===== config.mk =====
export PLATFORM = sky130hd
export DESIGN_NAME = moving_average_tilt_compensator
export DESIGN_NICKNAME = d
export VERILOG_FILES = /design/src/rtl/mavtc_pkg.sv /design/src/rtl/mavtc_ram.sv /design/src/rtl/mavtc_front.sv /design/src/rtl/mavtc_queue.sv /design/src/rtl/mavtc_back.sv /design/src/rtl/moving_average_tilt_compensator.sv
export SDC_FILE = /design/constraint.sdc
export NUM_CORES = 2
export LEC_CHECK = 0
export BUFFER_PORTS_ARGS = -buffer_cell sky130_fd_sc_hd__buf_2
export CAP_MARGIN = 20
export CORE_MARGIN = 3
export CORE_UTILIZATION = 55
export DETAILED_ROUTE_END_ITERATION = 10
export MAX_ROUTING_LAYER = met4
export PLACE_DENSITY = 0.71
export SLEW_MARGIN = 30
export SYNTH_ARGS = -nofsm -noshare
export SYNTH_HDL_FRONTEND = slang
export SYNTH_SLANG_ARGS = --single-unit
export TNS_END_PERCENT = 20

===== constraint.sdc =====
create_clock -name clock -period 7 [get_ports clock]
set_input_delay 1.05 -clock clock [delete_from_list [all_inputs] [get_ports clock]]
set_output_delay 1.05 -clock clock [all_outputs]
set_load 0.05 [all_outputs]

===== src/rtl/mavtc_pkg.sv =====
// Shared constants, register codes and state types for the tilt compensator.
package mavtc_pkg;

   localparam int MAX_WINDOW_DEFAULT = 16;
   localparam int ANGLE_BITS_DEFAULT = 16;
   localparam int QUEUE_DEPTH        = 2;

   localparam int WINDOW_W   = 5;
   localparam int CSR_ADDR_W = 3;

   // Register reset values (angles in Q3.12 radians)
   localparam int WINDOW_RESET      = 5;
   localparam int ROLL_LOWER_RESET  = -6431;
   localparam int ROLL_UPPER_RESET  = 6431;
   localparam int PITCH_LOWER_RESET = -6431;
   localparam int PITCH_UPPER_RESET = 3215;
   localparam int ROLL_BIAS_RESET   = -6431;
   localparam int PITCH_BIAS_RESET  = 0;

   typedef enum logic [CSR_ADDR_W-1:0] {
      CSR_WINDOW_LENGTH     = 3'd0,
      CSR_ROLL_LOWER_LIMIT  = 3'd1,
      CSR_ROLL_UPPER_LIMIT  = 3'd2,
      CSR_PITCH_LOWER_LIMIT = 3'd3,
      CSR_PITCH_UPPER_LIMIT = 3'd4,
      CSR_ROLL_BIAS         = 3'd5,
      CSR_PITCH_BIAS        = 3'd6
   } csr_index_type;

   typedef enum logic {
      FRONT_IDLE,
      FRONT_UPDATE
   } front_state_type;

   typedef enum logic [1:0] {
      BACK_IDLE,
      BACK_DIVIDE,
      BACK_POST
   } back_state_type;

endpackage


===== src/rtl/mavtc_ram.sv =====
// Generic single-write, single-read RAM with registered read data.
module mavtc_ram #(
   parameter int WIDTH = mavtc_pkg::ANGLE_BITS_DEFAULT,
   parameter int DEPTH = mavtc_pkg::MAX_WINDOW_DEFAULT
) (
   input  logic                                 clock,
   input  logic                                 wr_en,
   input  logic [((DEPTH > 1) ? $clog2(DEPTH) : 1)-1:0] wr_addr,
   input  logic [WIDTH-1:0]                     wr_data,
   input  logic                                 rd_en,
   input  logic [((DEPTH > 1) ? $clog2(DEPTH) : 1)-1:0] rd_addr,
   output logic [WIDTH-1:0]                     rd_data
);

   logic [WIDTH-1:0] mem_ff [DEPTH];
   logic [WIDTH-1:0] rd_data_ff;

   always_ff @(posedge clock) begin
      if (wr_en) begin
         mem_ff[wr_addr] <= wr_data;
      end
      if (rd_en) begin
         rd_data_ff <= mem_ff[rd_addr];
      end
   end

   assign rd_data = rd_data_ff;

endmodule


===== src/rtl/mavtc_front.sv =====
// Front end: takes samples, updates history stores and running sums, queues jobs.
module mavtc_front #(
   parameter int MAX_WINDOW = mavtc_pkg::MAX_WINDOW_DEFAULT,
   parameter int ANGLE_BITS = mavtc_pkg::ANGLE_BITS_DEFAULT,
   localparam int SLOT_W = (MAX_WINDOW > 1) ? $clog2(MAX_WINDOW) : 1,
   localparam int LEN_W  = $clog2(MAX_WINDOW + 1),
   localparam int TOT_W  = ANGLE_BITS + $clog2(MAX_WINDOW),
   localparam int JOB_W  = 2 * TOT_W + LEN_W
) (
   input  logic                                  clock,
   input  logic                                  reset,
   input  logic                                  clear,
   input  logic [mavtc_pkg::WINDOW_W-1:0]        window_length,
   input  logic                                  req_tvalid,
   output logic                                  req_tready,
   input  logic signed [ANGLE_BITS-1:0]          roll_angle,
   input  logic signed [ANGLE_BITS-1:0]          pitch_angle,
   output logic                                  job_valid,
   input  logic                                  job_ready,
   output logic [JOB_W-1:0]                      job_data
);

   localparam int CMP_W = (LEN_W > mavtc_pkg::WINDOW_W) ? LEN_W : mavtc_pkg::WINDOW_W;

   mavtc_pkg::front_state_type state_ff, state_in;

   logic [SLOT_W-1:0]           slot_ff, slot_in;
   logic [MAX_WINDOW-1:0]       valid_ff, valid_in;
   logic signed [TOT_W-1:0]     roll_total_ff, roll_total_in;
   logic signed [TOT_W-1:0]     pitch_total_ff, pitch_total_in;
   logic signed [ANGLE_BITS-1:0] roll_ff, roll_in;
   logic signed [ANGLE_BITS-1:0] pitch_ff, pitch_in;

   logic                        ram_re;
   logic                        ram_we;
   logic [ANGLE_BITS-1:0]       roll_q;
   logic [ANGLE_BITS-1:0]       pitch_q;
   logic signed [ANGLE_BITS-1:0] roll_old;
   logic signed [ANGLE_BITS-1:0] pitch_old;
   logic [CMP_W-1:0]            win_ext;
   logic [LEN_W-1:0]            len;
   logic [LEN_W:0]              slot_next;
   logic                        commit;

   // Effective window: zero acts as one, long windows cap at the store depth
   always_comb begin
      win_ext = CMP_W'(window_length);
      if (window_length == '0) begin
         len = LEN_W'(1);
      end else if (win_ext > CMP_W'(MAX_WINDOW)) begin
         len = LEN_W'(MAX_WINDOW);
      end else begin
         len = LEN_W'(win_ext);
      end
   end

   mavtc_ram #(.WIDTH(ANGLE_BITS), .DEPTH(MAX_WINDOW)) u_roll_store (
      .clock   (clock),
      .wr_en   (ram_we),
      .wr_addr (slot_ff),
      .wr_data (roll_ff),
      .rd_en   (ram_re),
      .rd_addr (slot_ff),
      .rd_data (roll_q)
   );

   mavtc_ram #(.WIDTH(ANGLE_BITS), .DEPTH(MAX_WINDOW)) u_pitch_store (
      .clock   (clock),
      .wr_en   (ram_we),
      .wr_addr (slot_ff),
      .wr_data (pitch_ff),
      .rd_en   (ram_re),
      .rd_addr (slot_ff),
      .rd_data (pitch_q)
   );

   always_comb begin
      state_in = state_ff;
      unique case (state_ff)
         mavtc_pkg::FRONT_IDLE: begin
            if (req_tvalid) begin
               state_in = mavtc_pkg::FRONT_UPDATE;
            end
         end
         mavtc_pkg::FRONT_UPDATE: begin
            if (job_ready) begin
               state_in = mavtc_pkg::FRONT_IDLE;
            end
         end
         default: state_in = mavtc_pkg::FRONT_IDLE;
      endcase
   end

   always_comb begin
      req_tready = 1'b0;
      ram_re     = 1'b0;
      job_valid  = 1'b0;
      ram_we     = 1'b0;
      unique case (state_ff)
         mavtc_pkg::FRONT_IDLE: begin
            req_tready = 1'b1;
            ram_re     = req_tvalid;
         end
         mavtc_pkg::FRONT_UPDATE: begin
            job_valid = 1'b1;
            ram_we    = job_ready;
         end
         default: begin
            req_tready = 1'b0;
         end
      endcase
   end

   assign commit = job_valid && job_ready;

   always_comb begin
      // An entry not written since the last clear reads as zero
      roll_old  = valid_ff[slot_ff] ? $signed(roll_q) : '0;
      pitch_old = valid_ff[slot_ff] ? $signed(pitch_q) : '0;

      roll_total_in  = roll_total_ff + TOT_W'(roll_ff) - TOT_W'(roll_old);
      pitch_total_in = pitch_total_ff + TOT_W'(pitch_ff) - TOT_W'(pitch_old);

      slot_next = (LEN_W + 1)'(slot_ff) + (LEN_W + 1)'(1);
      slot_in   = (slot_next >= (LEN_W + 1)'(len)) ? '0 : SLOT_W'(slot_next);

      valid_in          = valid_ff;
      valid_in[slot_ff] = 1'b1;

      roll_in  = (req_tvalid && req_tready) ? roll_angle : roll_ff;
      pitch_in = (req_tvalid && req_tready) ? pitch_angle : pitch_ff;
   end

   assign job_data = {len, pitch_total_in, roll_total_in};

   always_ff @(posedge clock) begin
      if (reset || clear) begin
         slot_ff        <= '0;
         valid_ff       <= '0;
         roll_total_ff  <= '0;
         pitch_total_ff <= '0;
      end else if (commit) begin
         slot_ff        <= slot_in;
         valid_ff       <= valid_in;
         roll_total_ff  <= roll_total_in;
         pitch_total_ff <= pitch_total_in;
      end
   end

   always_ff @(posedge clock) begin
      if (reset) begin
         state_ff <= mavtc_pkg::FRONT_IDLE;
      end else begin
         state_ff <= state_in;
      end
   end

   always_ff @(posedge clock) begin
      roll_ff  <= roll_in;
      pitch_ff <= pitch_in;
   end

endmodule


===== src/rtl/mavtc_queue.sv =====
// Short FIFO of sum jobs between the front end and the divider back end.
module mavtc_queue #(
   parameter int WIDTH = 2 * mavtc_pkg::ANGLE_BITS_DEFAULT,
   parameter int DEPTH = mavtc_pkg::QUEUE_DEPTH
) (
   input  logic             clock,
   input  logic             reset,
   input  logic             push_valid,
   output logic             push_ready,
   input  logic [WIDTH-1:0] push_data,
   output logic             pop_valid,
   input  logic             pop_ready,
   output logic [WIDTH-1:0] pop_data
);

   localparam int PTR_W = (DEPTH > 1) ? $clog2(DEPTH) : 1;
   localparam int CNT_W = $clog2(DEPTH + 1);

   logic [WIDTH-1:0] entry_ff [DEPTH];
   logic [PTR_W-1:0] wr_ptr_ff, wr_ptr_in;
   logic [PTR_W-1:0] rd_ptr_ff, rd_ptr_in;
   logic [CNT_W-1:0] count_ff, count_in;
   logic             do_push;
   logic             do_pop;

   assign push_ready = (count_ff != CNT_W'(DEPTH));
   assign pop_valid  = (count_ff != '0);
   assign pop_data   = entry_ff[rd_ptr_ff];
   assign do_push    = push_valid && push_ready;
   assign do_pop     = pop_valid && pop_ready;

   always_comb begin
      wr_ptr_in = wr_ptr_ff;
      rd_ptr_in = rd_ptr_ff;
      count_in  = count_ff;
      if (do_push) begin
         wr_ptr_in = (wr_ptr_ff == PTR_W'(DEPTH - 1)) ? '0 : wr_ptr_ff + PTR_W'(1);
      end
      if (do_pop) begin
         rd_ptr_in = (rd_ptr_ff == PTR_W'(DEPTH - 1)) ? '0 : rd_ptr_ff + PTR_W'(1);
      end
      if (do_push && !do_pop) begin
         count_in = count_ff + CNT_W'(1);
      end else if (do_pop && !do_push) begin
         count_in = count_ff - CNT_W'(1);
      end
   end

   always_ff @(posedge clock) begin
      if (reset) begin
         wr_ptr_ff <= '0;
         rd_ptr_ff <= '0;
         count_ff  <= '0;
      end else begin
         wr_ptr_ff <= wr_ptr_in;
         rd_ptr_ff <= rd_ptr_in;
         count_ff  <= count_in;
      end
   end

   always_ff @(posedge clock) begin
      if (do_push) begin
         entry_ff[wr_ptr_ff] <= push_data;
      end
   end

endmodule


===== src/rtl/mavtc_back.sv =====
// Back end: serial division of both sums, clamp, bias, saturate, result register.
module mavtc_back #(
   parameter int MAX_WINDOW = mavtc_pkg::MAX_WINDOW_DEFAULT,
   parameter int ANGLE_BITS = mavtc_pkg::ANGLE_BITS_DEFAULT,
   localparam int LEN_W   = $clog2(MAX_WINDOW + 1),
   localparam int TOT_W   = ANGLE_BITS + $clog2(MAX_WINDOW),
   localparam int JOB_W   = 2 * TOT_W + LEN_W,
   localparam int TDATA_W = ((2 * ANGLE_BITS + 7) / 8) * 8
) (
   input  logic                         clock,
   input  logic                         reset,
   input  logic                         job_valid,
   output logic                         job_ready,
   input  logic [JOB_W-1:0]             job_data,
   input  logic signed [ANGLE_BITS-1:0] roll_lower_limit,
   input  logic signed [ANGLE_BITS-1:0] roll_upper_limit,
   input  logic signed [ANGLE_BITS-1:0] pitch_lower_limit,
   input  logic signed [ANGLE_BITS-1:0] pitch_upper_limit,
   input  logic signed [ANGLE_BITS-1:0] roll_bias,
   input  logic signed [ANGLE_BITS-1:0] pitch_bias,
   output logic                         rsp_tvalid,
   input  logic                         rsp_tready,
   output logic [TDATA_W-1:0]           rsp_tdata
);

   localparam int CNT_W = $clog2(TOT_W);
   localparam int TW1   = TOT_W + 1;
   localparam int AB1   = ANGLE_BITS + 1;

   function automatic logic [TOT_W-1:0] magnitude(input logic [TOT_W-1:0] v);
      return v[TOT_W-1] ? (~v + TOT_W'(1)) : v;
   endfunction

   // Negate the quotient, clamp (lower limit tested first), add bias, saturate
   function automatic logic signed [ANGLE_BITS-1:0] axis_command(
      input logic [TOT_W-1:0]             quo,
      input logic                         neg,
      input logic signed [ANGLE_BITS-1:0] lo,
      input logic signed [ANGLE_BITS-1:0] hi,
      input logic signed [ANGLE_BITS-1:0] bias
   );
      logic signed [TOT_W:0]        c;
      logic signed [TOT_W:0]        lo_e;
      logic signed [TOT_W:0]        hi_e;
      logic signed [ANGLE_BITS-1:0] cl;
      logic signed [ANGLE_BITS:0]   sum;
      logic signed [ANGLE_BITS-1:0] res;
      c    = neg ? $signed({1'b0, quo}) : -$signed({1'b0, quo});
      lo_e = TW1'(lo);
      hi_e = TW1'(hi);
      if (c < lo_e) begin
         cl = lo;
      end else if (c > hi_e) begin
         cl = hi;
      end else begin
         cl = $signed(c[ANGLE_BITS-1:0]);
      end
      sum = AB1'(cl) + AB1'(bias);
      if (sum[ANGLE_BITS] != sum[ANGLE_BITS-1]) begin
         res = sum[ANGLE_BITS] ? $signed({1'b1, {(ANGLE_BITS - 1){1'b0}}})
                               : $signed({1'b0, {(ANGLE_BITS - 1){1'b1}}});
      end else begin
         res = $signed(sum[ANGLE_BITS-1:0]);
      end
      return res;
   endfunction

   mavtc_pkg::back_state_type state_ff, state_in;

   logic                         axis_ff, axis_in;
   logic                         neg_ff, neg_in;
   logic [TOT_W-1:0]             dq_ff, dq_in;
   logic [LEN_W-1:0]             rem_ff, rem_in;
   logic [LEN_W-1:0]             len_ff, len_in;
   logic [TOT_W-1:0]             pitch_total_ff, pitch_total_in;
   logic [CNT_W-1:0]             cnt_ff, cnt_in;
   logic signed [ANGLE_BITS-1:0] roll_cmd_ff, roll_cmd_in;
   logic                         rsp_valid_ff, rsp_valid_in;
   logic signed [ANGLE_BITS-1:0] rsp_roll_ff, rsp_roll_in;
   logic signed [ANGLE_BITS-1:0] rsp_pitch_ff, rsp_pitch_in;

   logic [TOT_W-1:0]             job_roll;
   logic [TOT_W-1:0]             job_pitch;
   logic [LEN_W-1:0]             job_len;
   logic [LEN_W:0]               trial;
   logic                         fits;
   logic signed [ANGLE_BITS-1:0] cmd;
   logic                         out_free;
   logic                         last_step;

   assign job_roll  = job_data[TOT_W-1:0];
   assign job_pitch = job_data[2*TOT_W-1:TOT_W];
   assign job_len   = job_data[JOB_W-1:2*TOT_W];

   assign out_free  = !rsp_valid_ff || rsp_tready;
   assign last_step = (cnt_ff == CNT_W'(TOT_W - 1));

   // Restoring division step: one quotient bit per cycle
   assign trial = {rem_ff, dq_ff[TOT_W-1]};
   assign fits  = (trial >= {1'b0, len_ff});

   assign cmd = axis_ff ? axis_command(dq_ff, neg_ff, pitch_lower_limit,
                                       pitch_upper_limit, pitch_bias)
                        : axis_command(dq_ff, neg_ff, roll_lower_limit,
                                       roll_upper_limit, roll_bias);

   always_comb begin
      state_in = state_ff;
      unique case (state_ff)
         mavtc_pkg::BACK_IDLE: begin
            if (job_valid) begin
               state_in = mavtc_pkg::BACK_DIVIDE;
            end
         end
         mavtc_pkg::BACK_DIVIDE: begin
            if (last_step) begin
               state_in = mavtc_pkg::BACK_POST;
            end
         end
         mavtc_pkg::BACK_POST: begin
            if (!axis_ff) begin
               state_in = mavtc_pkg::BACK_DIVIDE;
            end else if (out_free) begin
               state_in = mavtc_pkg::BACK_IDLE;
            end
         end
         default: state_in = mavtc_pkg::BACK_IDLE;
      endcase
   end

   always_comb begin
      job_ready = 1'b0;
      unique case (state_ff)
         mavtc_pkg::BACK_IDLE:   job_ready = 1'b1;
         mavtc_pkg::BACK_DIVIDE: job_ready = 1'b0;
         mavtc_pkg::BACK_POST:   job_ready = 1'b0;
         default:                job_ready = 1'b0;
      endcase
   end

   always_comb begin
      axis_in        = axis_ff;
      neg_in         = neg_ff;
      dq_in          = dq_ff;
      rem_in         = rem_ff;
      len_in         = len_ff;
      pitch_total_in = pitch_total_ff;
      cnt_in         = cnt_ff;
      roll_cmd_in    = roll_cmd_ff;
      rsp_roll_in    = rsp_roll_ff;
      rsp_pitch_in   = rsp_pitch_ff;
      rsp_valid_in   = rsp_valid_ff && !rsp_tready;
      case (state_ff)
         mavtc_pkg::BACK_IDLE: begin
            if (job_valid) begin
               len_in         = job_len;
               pitch_total_in = job_pitch;
               dq_in          = magnitude(job_roll);
               neg_in         = job_roll[TOT_W-1];
               rem_in         = '0;
               cnt_in         = '0;
               axis_in        = 1'b0;
            end
         end
         mavtc_pkg::BACK_DIVIDE: begin
            dq_in  = {dq_ff[TOT_W-2:0], fits};
            rem_in = fits ? LEN_W'(trial - {1'b0, len_ff}) : LEN_W'(trial);
            cnt_in = cnt_ff + CNT_W'(1);
         end
         mavtc_pkg::BACK_POST: begin
            if (!axis_ff) begin
               roll_cmd_in = cmd;
               dq_in       = magnitude(pitch_total_ff);
               neg_in      = pitch_total_ff[TOT_W-1];
               rem_in      = '0;
               cnt_in      = '0;
               axis_in     = 1'b1;
            end else if (out_free) begin
               rsp_roll_in  = roll_cmd_ff;
               rsp_pitch_in = cmd;
               rsp_valid_in = 1'b1;
            end
         end
         default: begin
            cnt_in = '0;
         end
      endcase
   end

   always_ff @(posedge clock) begin
      if (reset) begin
         state_ff     <= mavtc_pkg::BACK_IDLE;
         rsp_valid_ff <= 1'b0;
      end else begin
         state_ff     <= state_in;
         rsp_valid_ff <= rsp_valid_in;
      end
   end

   always_ff @(posedge clock) begin
      axis_ff        <= axis_in;
      neg_ff         <= neg_in;
      dq_ff          <= dq_in;
      rem_ff         <= rem_in;
      len_ff         <= len_in;
      pitch_total_ff <= pitch_total_in;
      cnt_ff         <= cnt_in;
      roll_cmd_ff    <= roll_cmd_in;
      rsp_roll_ff    <= rsp_roll_in;
      rsp_pitch_ff   <= rsp_pitch_in;
   end

   assign rsp_tvalid = rsp_valid_ff;
   assign rsp_tdata  = TDATA_W'({rsp_pitch_ff, rsp_roll_ff});

endmodule


===== src/rtl/moving_average_tilt_compensator.sv =====
// Top level: register file and the front end, job queue and divider back end.
//
//   channel  direction  handshake              payload
//   req      in         req_tvalid/req_tready  roll_angle, pitch_angle
//   rsp      out        rsp_tvalid/rsp_tready  roll_command, pitch_command
//   csr      in         csr_we                 csr_addr selects, csr_wdata
//
// In the back end the shared one-bit-per-cycle divider runs twice per item and
// sets the rate. For each item the front end reads the history, then updates
// it once the queue takes the job, and it runs ahead by up to two queued jobs.
// Reset and a window_length write clear the stores, sums and write slot at
// once. A stalled rsp side holds one result and lets the queue fill.
module moving_average_tilt_compensator #(
   parameter int MAX_WINDOW = mavtc_pkg::MAX_WINDOW_DEFAULT,
   parameter int ANGLE_BITS = mavtc_pkg::ANGLE_BITS_DEFAULT,
   localparam int TDATA_W = ((2 * ANGLE_BITS + 7) / 8) * 8
) (
   input  logic                              clock,
   input  logic                              reset,
   input  logic                              req_tvalid,
   output logic                              req_tready,
   input  logic [TDATA_W-1:0]                req_tdata,  // roll_angle, pitch_angle, zero pad
   output logic                              rsp_tvalid,
   input  logic                              rsp_tready,
   output logic [TDATA_W-1:0]                rsp_tdata,  // roll_command, pitch_command, zero pad
   input  logic                              csr_we,
   input  logic [mavtc_pkg::CSR_ADDR_W-1:0]  csr_addr,
   input  logic [ANGLE_BITS-1:0]             csr_wdata
);

   localparam int LEN_W = $clog2(MAX_WINDOW + 1);
   localparam int TOT_W = ANGLE_BITS + $clog2(MAX_WINDOW);
   localparam int JOB_W = 2 * TOT_W + LEN_W;

   logic [mavtc_pkg::WINDOW_W-1:0] window_ff, window_in;
   logic signed [ANGLE_BITS-1:0]   roll_lo_ff, roll_lo_in;
   logic signed [ANGLE_BITS-1:0]   roll_hi_ff, roll_hi_in;
   logic signed [ANGLE_BITS-1:0]   pitch_lo_ff, pitch_lo_in;
   logic signed [ANGLE_BITS-1:0]   pitch_hi_ff, pitch_hi_in;
   logic signed [ANGLE_BITS-1:0]   roll_bias_ff, roll_bias_in;
   logic signed [ANGLE_BITS-1:0]   pitch_bias_ff, pitch_bias_in;
   logic                           window_clear;

   logic                           push_valid;
   logic                           push_ready;
   logic [JOB_W-1:0]               push_data;
   logic                           pop_valid;
   logic                           pop_ready;
   logic [JOB_W-1:0]               pop_data;

   always_comb begin
      window_in     = window_ff;
      roll_lo_in    = roll_lo_ff;
      roll_hi_in    = roll_hi_ff;
      pitch_lo_in   = pitch_lo_ff;
      pitch_hi_in   = pitch_hi_ff;
      roll_bias_in  = roll_bias_ff;
      pitch_bias_in = pitch_bias_ff;
      window_clear  = 1'b0;
      if (csr_we) begin
         unique case (mavtc_pkg::csr_index_type'(csr_addr))
            mavtc_pkg::CSR_WINDOW_LENGTH: begin
               window_in    = csr_wdata[mavtc_pkg::WINDOW_W-1:0];
               window_clear = 1'b1;
            end
            mavtc_pkg::CSR_ROLL_LOWER_LIMIT:  roll_lo_in    = $signed(csr_wdata);
            mavtc_pkg::CSR_ROLL_UPPER_LIMIT:  roll_hi_in    = $signed(csr_wdata);
            mavtc_pkg::CSR_PITCH_LOWER_LIMIT: pitch_lo_in   = $signed(csr_wdata);
            mavtc_pkg::CSR_PITCH_UPPER_LIMIT: pitch_hi_in   = $signed(csr_wdata);
            mavtc_pkg::CSR_ROLL_BIAS:         roll_bias_in  = $signed(csr_wdata);
            mavtc_pkg::CSR_PITCH_BIAS:        pitch_bias_in = $signed(csr_wdata);
            default: window_clear = 1'b0;
         endcase
      end
   end

   always_ff @(posedge clock) begin
      if (reset) begin
         window_ff     <= mavtc_pkg::WINDOW_W'(mavtc_pkg::WINDOW_RESET);
         roll_lo_ff    <= ANGLE_BITS'(mavtc_pkg::ROLL_LOWER_RESET);
         roll_hi_ff    <= ANGLE_BITS'(mavtc_pkg::ROLL_UPPER_RESET);
         pitch_lo_ff   <= ANGLE_BITS'(mavtc_pkg::PITCH_LOWER_RESET);
         pitch_hi_ff   <= ANGLE_BITS'(mavtc_pkg::PITCH_UPPER_RESET);
         roll_bias_ff  <= ANGLE_BITS'(mavtc_pkg::ROLL_BIAS_RESET);
         pitch_bias_ff <= ANGLE_BITS'(mavtc_pkg::PITCH_BIAS_RESET);
      end else begin
         window_ff     <= window_in;
         roll_lo_ff    <= roll_lo_in;
         roll_hi_ff    <= roll_hi_in;
         pitch_lo_ff   <= pitch_lo_in;
         pitch_hi_ff   <= pitch_hi_in;
         roll_bias_ff  <= roll_bias_in;
         pitch_bias_ff <= pitch_bias_in;
      end
   end

   mavtc_front #(.MAX_WINDOW(MAX_WINDOW), .ANGLE_BITS(ANGLE_BITS)) u_front (
      .clock         (clock),
      .reset         (reset),
      .clear         (window_clear),
      .window_length (window_ff),
      .req_tvalid    (req_tvalid),
      .req_tready    (req_tready),
      .roll_angle    ($signed(req_tdata[ANGLE_BITS-1:0])),
      .pitch_angle   ($signed(req_tdata[2*ANGLE_BITS-1:ANGLE_BITS])),
      .job_valid     (push_valid),
      .job_ready     (push_ready),
      .job_data      (push_data)
   );

   mavtc_queue #(.WIDTH(JOB_W), .DEPTH(mavtc_pkg::QUEUE_DEPTH)) u_queue (
      .clock      (clock),
      .reset      (reset),
      .push_valid (push_valid),
      .push_ready (push_ready),
      .push_data  (push_data),
      .pop_valid  (pop_valid),
      .pop_ready  (pop_ready),
      .pop_data   (pop_data)
   );

   mavtc_back #(.MAX_WINDOW(MAX_WINDOW), .ANGLE_BITS(ANGLE_BITS)) u_back (
      .clock             (clock),
      .reset             (reset),
      .job_valid         (pop_valid),
      .job_ready         (pop_ready),
      .job_data          (pop_data),
      .roll_lower_limit  (roll_lo_ff),
      .roll_upper_limit  (roll_hi_ff),
      .pitch_lower_limit (pitch_lo_ff),
      .pitch_upper_limit (pitch_hi_ff),
      .roll_bias         (roll_bias_ff),
      .pitch_bias        (pitch_bias_ff),
      .rsp_tvalid        (rsp_tvalid),
      .rsp_tready        (rsp_tready),
      .rsp_tdata         (rsp_tdata)
   );

endmodule

# After elaboration in Yosys (flattened, before gate mapping)
# Memories as Yosys holds them, arrays and structs flattened. A register that Yosys moved wholly into a read port is not among the register bits.
# Index checks and enable logic that the tools add are counted.
[totals]
register_bits = 306
latch_bits = 0
ramBits = 602
rom_bits = 0
inputBits = 56
output_inout_bits = 34
elab_cells = 175
memories = 3
[op_classes]
n_addsub = 16
mul = 0
div_mod_pow = 0
magnitude_cmp = 9
eq_ne = 16
shifts = 0
mux = 62
n_bitwise = 5
n_reduce_logical = 35
[mem_list]
columns = ["name", "depth", "word_bits", "read_ports", "rd_clocked_by_memory_dff", "write_ports", "line_no", "source"]
rows = [
  ["u_front.u_pitch_store.mem_ff", 16, 16, 1, 1, 1, "mavtc_ram.sv:15", "logic [WIDTH-1:0] mem_ff [DEPTH];"],
  ["u_front.u_roll_store.mem_ff", 16, 16, 1, 1, 1, "mavtc_ram.sv:15", ""],
  ["u_queue.entry_ff", 2, 45, 1, 1, 1, "mavtc_queue.sv:19", "logic [WIDTH-1:0] entry_ff [DEPTH];"],
]
[ops]
columns = ["op", "n"]
rows = [
  ["16-bit 2-to-1 mux", 11],
  ["20-bit 2-to-1 mux", 4],
  ["20-bit one-hot mux with 3 select lines", 1],
  ["21-bit by 16-bit greater-than comparator with 1-bit output", 2],
  ["21-bit by 16-bit less-than comparator with 1-bit output", 2],
  ["20-bit by 1-bit adder with 20-bit output (second input constant)", 2],
  ["20-bit by 16-bit adder with 20-bit output", 2],
  ["20-bit NOT", 2],
  ["20-bit by 16-bit subtractor with 20-bit output", 2],
  ["16-bit by 16-bit adder with 17-bit output", 2],
  ["5-bit one-hot mux with 3 select lines", 2],
  ["1-bit 2-to-1 mux", 25],
  ["5-bit 2-to-1 mux", 5],
  ["2-bit AND reduction", 11],
  ["21-bit 2-to-1 mux", 1],
  ["20-bit negation with 21-bit output", 1],
  ["16-bit OR", 1],
  ["6-bit by 5-bit greater-or-equal comparator with 1-bit output", 2],
  ["2-bit 2-to-1 mux", 6],
  ["3-bit AND reduction", 4],
  ["3-bit equality test (second input constant)", 3],
  ["1-bit logical AND", 7],
  ["3-bit by 2-bit equality test with 1-bit output (second input constant)", 2],
  ["2-bit inequality test (second input constant)", 3],
  ["29 further kinds", 40],
]

# Depth between registers and ports, before layout
[logic_depth]
depth_word = 9
mapped_depth = 29
mapped_depth_nobuf = 28

# Cells and area by module
# Synthesis repeated with hierarchy kept, for this count alone.
[hier_totals]
cells_unflattened = 3283
hier_area_um2 = 44715.4
[by_module_without_submodules]
columns = ["mod", "instances", "cells_each", "area_each_um2", "seq_area_each_um2"]
rows = [
  ["mavtc_ram", 2, 432, 10202.3, 8167.8],
  ["mavtc_back", 1, 1102, 10146.0, 3213.1],
  ["mavtc_front", 1, 781, 6751.5, 2182.1],
  ["moving_average_tilt_compensator", 1, 372, 3946.3, 2021.9],
  ["mavtc_queue", 1, 164, 3467.1, 2802.7],
]

# Least setup slack after synthesis
# OpenSTA, ideal clock, no wires.
[synth_timing]
kind = "register -> register"
start = "register u_back.dq_ff[6]"
end = "register u_back.roll_cmd_ff[14], data pin"
setup_time_ps = 269
arrival_time_ps = 6092
required_time_ps = 6731
path_slack_ps = 639
path_stages_with_launch = 29
n_path_buf = 1
period_less_slack_ps = 6361
path_cell_list = "edfxtp_1 > nor3_1 > nand2b_1 > or3_1 > or4_1 > nor2_1 > a31oi_1 > xnor2_1 > ha_1 > nand3_1 > nor3_1 > nand2_1 > o31ai_1 > nor3_1 > xor2_1 > o31ai_2 > mux2_2 > mux2_2 > ha_1 > fa_1 > a21oi_1 > nor2_1 > o311ai_0 > nand2_1 > a211oi_1 > o31a_1 > o21a_1 > buf_4 > a22oi_1"
[synth_via]
elab_chain_len = 9
word_cells_on_any_way = 19
classes_between = "add/sub (3); order compare (4); eq/ne (2); mux (10)"
[synth_lines]
columns = ["element", "line_no", "source"]
rows = [
  ["start, declared", "mavtc_back.sv:72", "logic [TOT_W-1:0] dq_ff, dq_in;"],
  ["start signal, assigned", "mavtc_back.sv:203", "dq_ff <= dq_in;"],
  ["20-bit negation with 21-bit output", "mavtc_back.sv:48", "c = neg ? $signed({1'b0, quo}) : -$signed({1'b0, quo});"],
  ["21-bit 2-to-1 mux (*)", "mavtc_back.sv:48", ""],
  ["21-bit by 16-bit greater-than comparator with 1-bit output", "mavtc_back.sv:53", "end else if (c > hi_e) begin"],
  ["16-bit 2-to-1 mux", "mavtc_back.sv:53", ""],
  ["16-bit 2-to-1 mux", "mavtc_back.sv:51", "if (c < lo_e) begin"],
  ["16-bit by 16-bit adder with 17-bit output", "mavtc_back.sv:58", "sum = AB1'(cl) + AB1'(bias);"],
  ["16-bit 2-to-1 mux or 1-bit inequality test (tied branches)", "mavtc_back.sv:60, mavtc_back.sv:59", ""],
  ["16-bit 2-to-1 mux", "mavtc_back.sv:59", "if (sum[ANGLE_BITS] != sum[ANGLE_BITS-1]) begin"],
  ["16-bit 2-to-1 mux (*)", "mavtc_back.sv:102", "assign cmd = axis_ff ? axis_command(dq_ff, neg_ff, pitch_lower_limit,"],
  ["via u_back.cmd[14]", "mavtc_back.sv:87", "logic signed [ANGLE_BITS-1:0] cmd;"],
  ["end signal, assigned", "mavtc_back.sv:208", "roll_cmd_ff <= roll_cmd_in;"],
  ["end, declared", "mavtc_back.sv:77", "logic signed [ANGLE_BITS-1:0] roll_cmd_ff, roll_cmd_in;"],
]
# Mark *: on every way through the listed nets, which the timed path passes. The rest lies on a longest branch.
# A chain may end at the register's enable or synchronous reset.

# Worst setup path after layout
[layout_timing]
start = "register u_back.dq_ff[6]"
end = "register u_back.roll_cmd_ff[1], data pin"
# Same word-level chain as after synthesis.

==> reports/metrics.yaml <==
outcome: "finished, final reports clean"
hpwl_after_detailed_placement_um: 66000
peak_clock_frequency_supported_by_timing_mhz: 150
cts_root_buffer: "sky130_fd_sc_hd__clkbuf_16"
io-pin-count: 90
die_width_um: 287
drt_wl_total_um: 105000
cell_class_contributing_the_biggest_share_of_worst_path_delay: "simple AND/OR/NAND/NOR gates"
crit_path_max_fanout: 4
netlist_area_um2: 43500
routed_wire_length_per_instance_um: 23.9
first_global_vias: 26923
cts-buffers-inserted: 96
yosys.area.top_type_share_pct: 53.3
syn-mean-instance-area_um2: 13.9
critical_path.reg2reg.endpoint: "u_back.roll_cmd_ff[1]"
flops_latches_synth: 941
synth_seq_area_share_pct: 61.1
drt_iter0_markers: 2168
setup-tns-final_ns: 0
viasPerCell: 5.97
synthesis.instances: 3137
reported_max_cap_violation_count: 0
critPathMaxStageDelay_ns: 0.45
drcViolationCount: 0
synth-warning-count: 0
leakage_nw: 17.8
place_inst: 4216
crit_path_end: "u_back.roll_cmd_ff[1]"
final_hold_violation_count: 0
setup_viol: 0
path_depth: 26
synthTopCellsByArea: "sky130_fd_sc_hd__edfxtp_1, sky130_fd_sc_hd__mux4_2, sky130_fd_sc_hd__dfxtp_1"
core_area_um2: 77800
vdd_drop_max_mv: 0.253
rr_startpoint: "u_back.dq_ff[6]"
critical_path.startpoint: "u_back.dq_ff[6]"
place_congestion: 0.927
syn-num-nets: 3413
placement_rows: 102
detailedPlace.worstSlack_ns: -0.0678
postSynth.topFlopCell: "sky130_fd_sc_hd__edfxtp_1"
clock_tree.htree_level_count: 3
drive_gt1_share_pct: 17.6
grt_first_pass_wirelength_um: 162000
dr.pass1.iters: 6
timing.critical_path.buf_inv: 1
grt_start_max_net_pins: 72
clk_transition_reported_paths_ns: 0.06
tritoncts: "built"
worst-endpoint-arrival_ns: 7.06
slew_headroom_pct: 30.5
rr_worst_depth: 26
worst_hold_path_type: "flip-flop to flip-flop"
multi_input_area_um2: 15600
report.final.slew_viol_count: 0
overall_fraction_of_global_route_tracks_in_use_pct: 26.7
cts-root-to-sink-buffers: 3
dr_total_vias: 26278
clock_sink_count: 941
postRouteAntennaNets: 0
register_area_um2: 26600
clock-skew-final_ns: 0.0792
cp_startpoint_kind: "flip-flop"
chipHeight_um: 287
critPathRequiredTime_ns: 7.40
timing_worst_setup_path_type: "flip-flop to flip-flop"
numPortBuffers: 89
post_layout_nonfiller_instances: 4399
start_util_pct: 55.8
max_slew.worst_pin.slew_ns: 1.03
syn_to_final_growth_pct: 12.3
fin_crit_ns: 6.66
ys_async_sr_fraction_pct: 0
setup_slack_after_layout_ns: 0.339
clk-insertion-delay-late_ns: 0.68
min_period_over_period_pct: 95.2
hold_buf_count_cts: 0
initial_antenna_violation_count: 1
final_net_count: 3553
floorplan.die_area_um2: 82400
synth_top_area_cell: "sky130_fd_sc_hd__edfxtp_1"
edff_count_synth: 771
cp-end-kind: "flip-flop"
n_fill_cell: 5688
synth.lib_cells_used.distinct: 75
grt-ovfl-total: 0
power.density_nw_per_um2: 409
ff2ff_setup_slack_ns: 0.34
critPathSlowestCell: "sky130_fd_sc_hd__or4_1"
-- power breakdown --
part           switching, mW  internal (mW)
logic                   4.43           2.90
registers              0.357           7.02
clock network           2.20           3.08
total                   6.98           13.0
-- stage by stage --
| stage | utilization, % | power (mW) | cell area [um^2] | hold WS [ns] |
|---|---|---|---|---|
| after detailed placement | 58.3 | 14.6 | 45400 | 0.409 |
| after floorplan | - | 12.4 | 43500 | 0.400 |
| final | 62.7 | 20.0 | 48800 | 0.416 |
| after global routing | 62.7 | 21.1 | 48800 | 0.423 |
| after CTS | 62.5 | 19.9 | 48700 | 0.412 |
| after global placement | 58.3 | 14.3 | 45400 | 0.404 |
-- cell families after synthesis --
logic type / after synthesis / share of synthesized area, %
mux: 285 / 11.4
simple gates: 700 / 7.47
fa+ha+maj: 221 / 7.07
compound gates: 487 / 7.05
buf+inv: 380 / 3.40
xor+xnor: 123 / 2.48
flops: 941 / 61.1
-- cells in the mapped netlist (38+ instances only) --
cell / number
sky130_fd_sc_hd__edfxtp_1: 771
sky130_fd_sc_hd__nand2_1: 326
sky130_fd_sc_hd__inv_1: 258
sky130_fd_sc_hd__a21oi_1: 198
sky130_fd_sc_hd__ha_1: 179
sky130_fd_sc_hd__dfxtp_1: 170
sky130_fd_sc_hd__mux4_2: 165
sky130_fd_sc_hd__nor2_1: 122
sky130_fd_sc_hd__o21ai_0: 85
sky130_fd_sc_hd__mux2i_1: 84
sky130_fd_sc_hd__clkbuf_1: 83
sky130_fd_sc_hd__xnor2_1: 65
sky130_fd_sc_hd__xor2_1: 58
sky130_fd_sc_hd__and2_1: 45
sky130_fd_sc_hd__fa_1: 41
sky130_fd_sc_hd__a21o_1: 40
sky130_fd_sc_hd__nor3_1: 38
-- registers in the layout (all words and copies together) (netlist names), 20 cells and up, named ones only --
register	flops
u_front.roll_total_ff	20
u_front.u_roll_store.mem_ff	256
u_front.pitch_total_ff	20
u_back.dq_ff	20
u_back.pitch_total_ff	20
u_front.u_pitch_store.mem_ff	256
u_queue.entry_ff	90
-- cell type report --
class                           count  area share [%]
Multi-Input combinational cell   1816            32.0
Clock buffer                      131            5.48
Antenna cell                        1         0.00513
Sequential cell                   941            54.4
Timing Repair Buffer              164            2.10
Clock inverter                     48            1.32
Inverter                          258            1.98
Tap cell                         1040            2.67
-- routing by layer --
layer | vias to the layer above | share of wire (%) | GRT usage, % | wire (um)
met4 | 0 | 3.2 | 8.22 | 3350
met2 | 940 | 50 | 43.5 | 52100
met3 | 190 | 6.2 | 3.97 | 6530
met5 | - | 0 | - | 0
li1 | 11864 | - | - | -
met1 | 13284 | 41 | 35.1 | 43200
-- cell usage in the layout, fill, tap and decap left out, types with 72 or more instances in the layout --
cell type                   count
sky130_fd_sc_hd__edfxtp_1     771
sky130_fd_sc_hd__nand2_1      324
sky130_fd_sc_hd__inv_1        256
sky130_fd_sc_hd__a21oi_1      196
sky130_fd_sc_hd__ha_1         177
sky130_fd_sc_hd__mux4_2       165
sky130_fd_sc_hd__dfxtp_1      165
sky130_fd_sc_hd__nor2_1       115
sky130_fd_sc_hd__clkbuf_16     97
sky130_fd_sc_hd__buf_2         88
sky130_fd_sc_hd__o21ai_0       82
sky130_fd_sc_hd__mux2i_1       82
sky130_fd_sc_hd__buf_4         72
-- timing repair --
| action | CTS | global route |
|---|---|---|
| buffers inserted | 0 | 3 |
| endpoints found under the setup margin | 20 | 32 |
| resized for setup | 3 | 23 |
| pin swaps | 0 | 8 |
| hold endpoints to repair | 0 | 0 |
-- worst min path at each step --
stage | startpoint | end | slack [ns] | cells after the start
2_1_floorplan | u_back.roll_cmd_ff[0] | u_back.rsp_roll_ff[0] | 0.40 | 0
3_3_place_gp | u_back.roll_cmd_ff[6] | u_back.rsp_roll_ff[6] | 0.40 | 0
3_5_place_dp | u_back.roll_cmd_ff[6] | u_back.rsp_roll_ff[6] | 0.41 | 0
4_1_cts | u_back.roll_cmd_ff[0] | u_back.rsp_roll_ff[0] | 0.41 | 0
5_1_grt | u_back.roll_cmd_ff[0] | u_back.rsp_roll_ff[0] | 0.42 | 0
6_report | u_back.roll_cmd_ff[0] | u_back.rsp_roll_ff[0] | 0.42 | 0
Note: power is estimated with default switching activity, not from simulation.
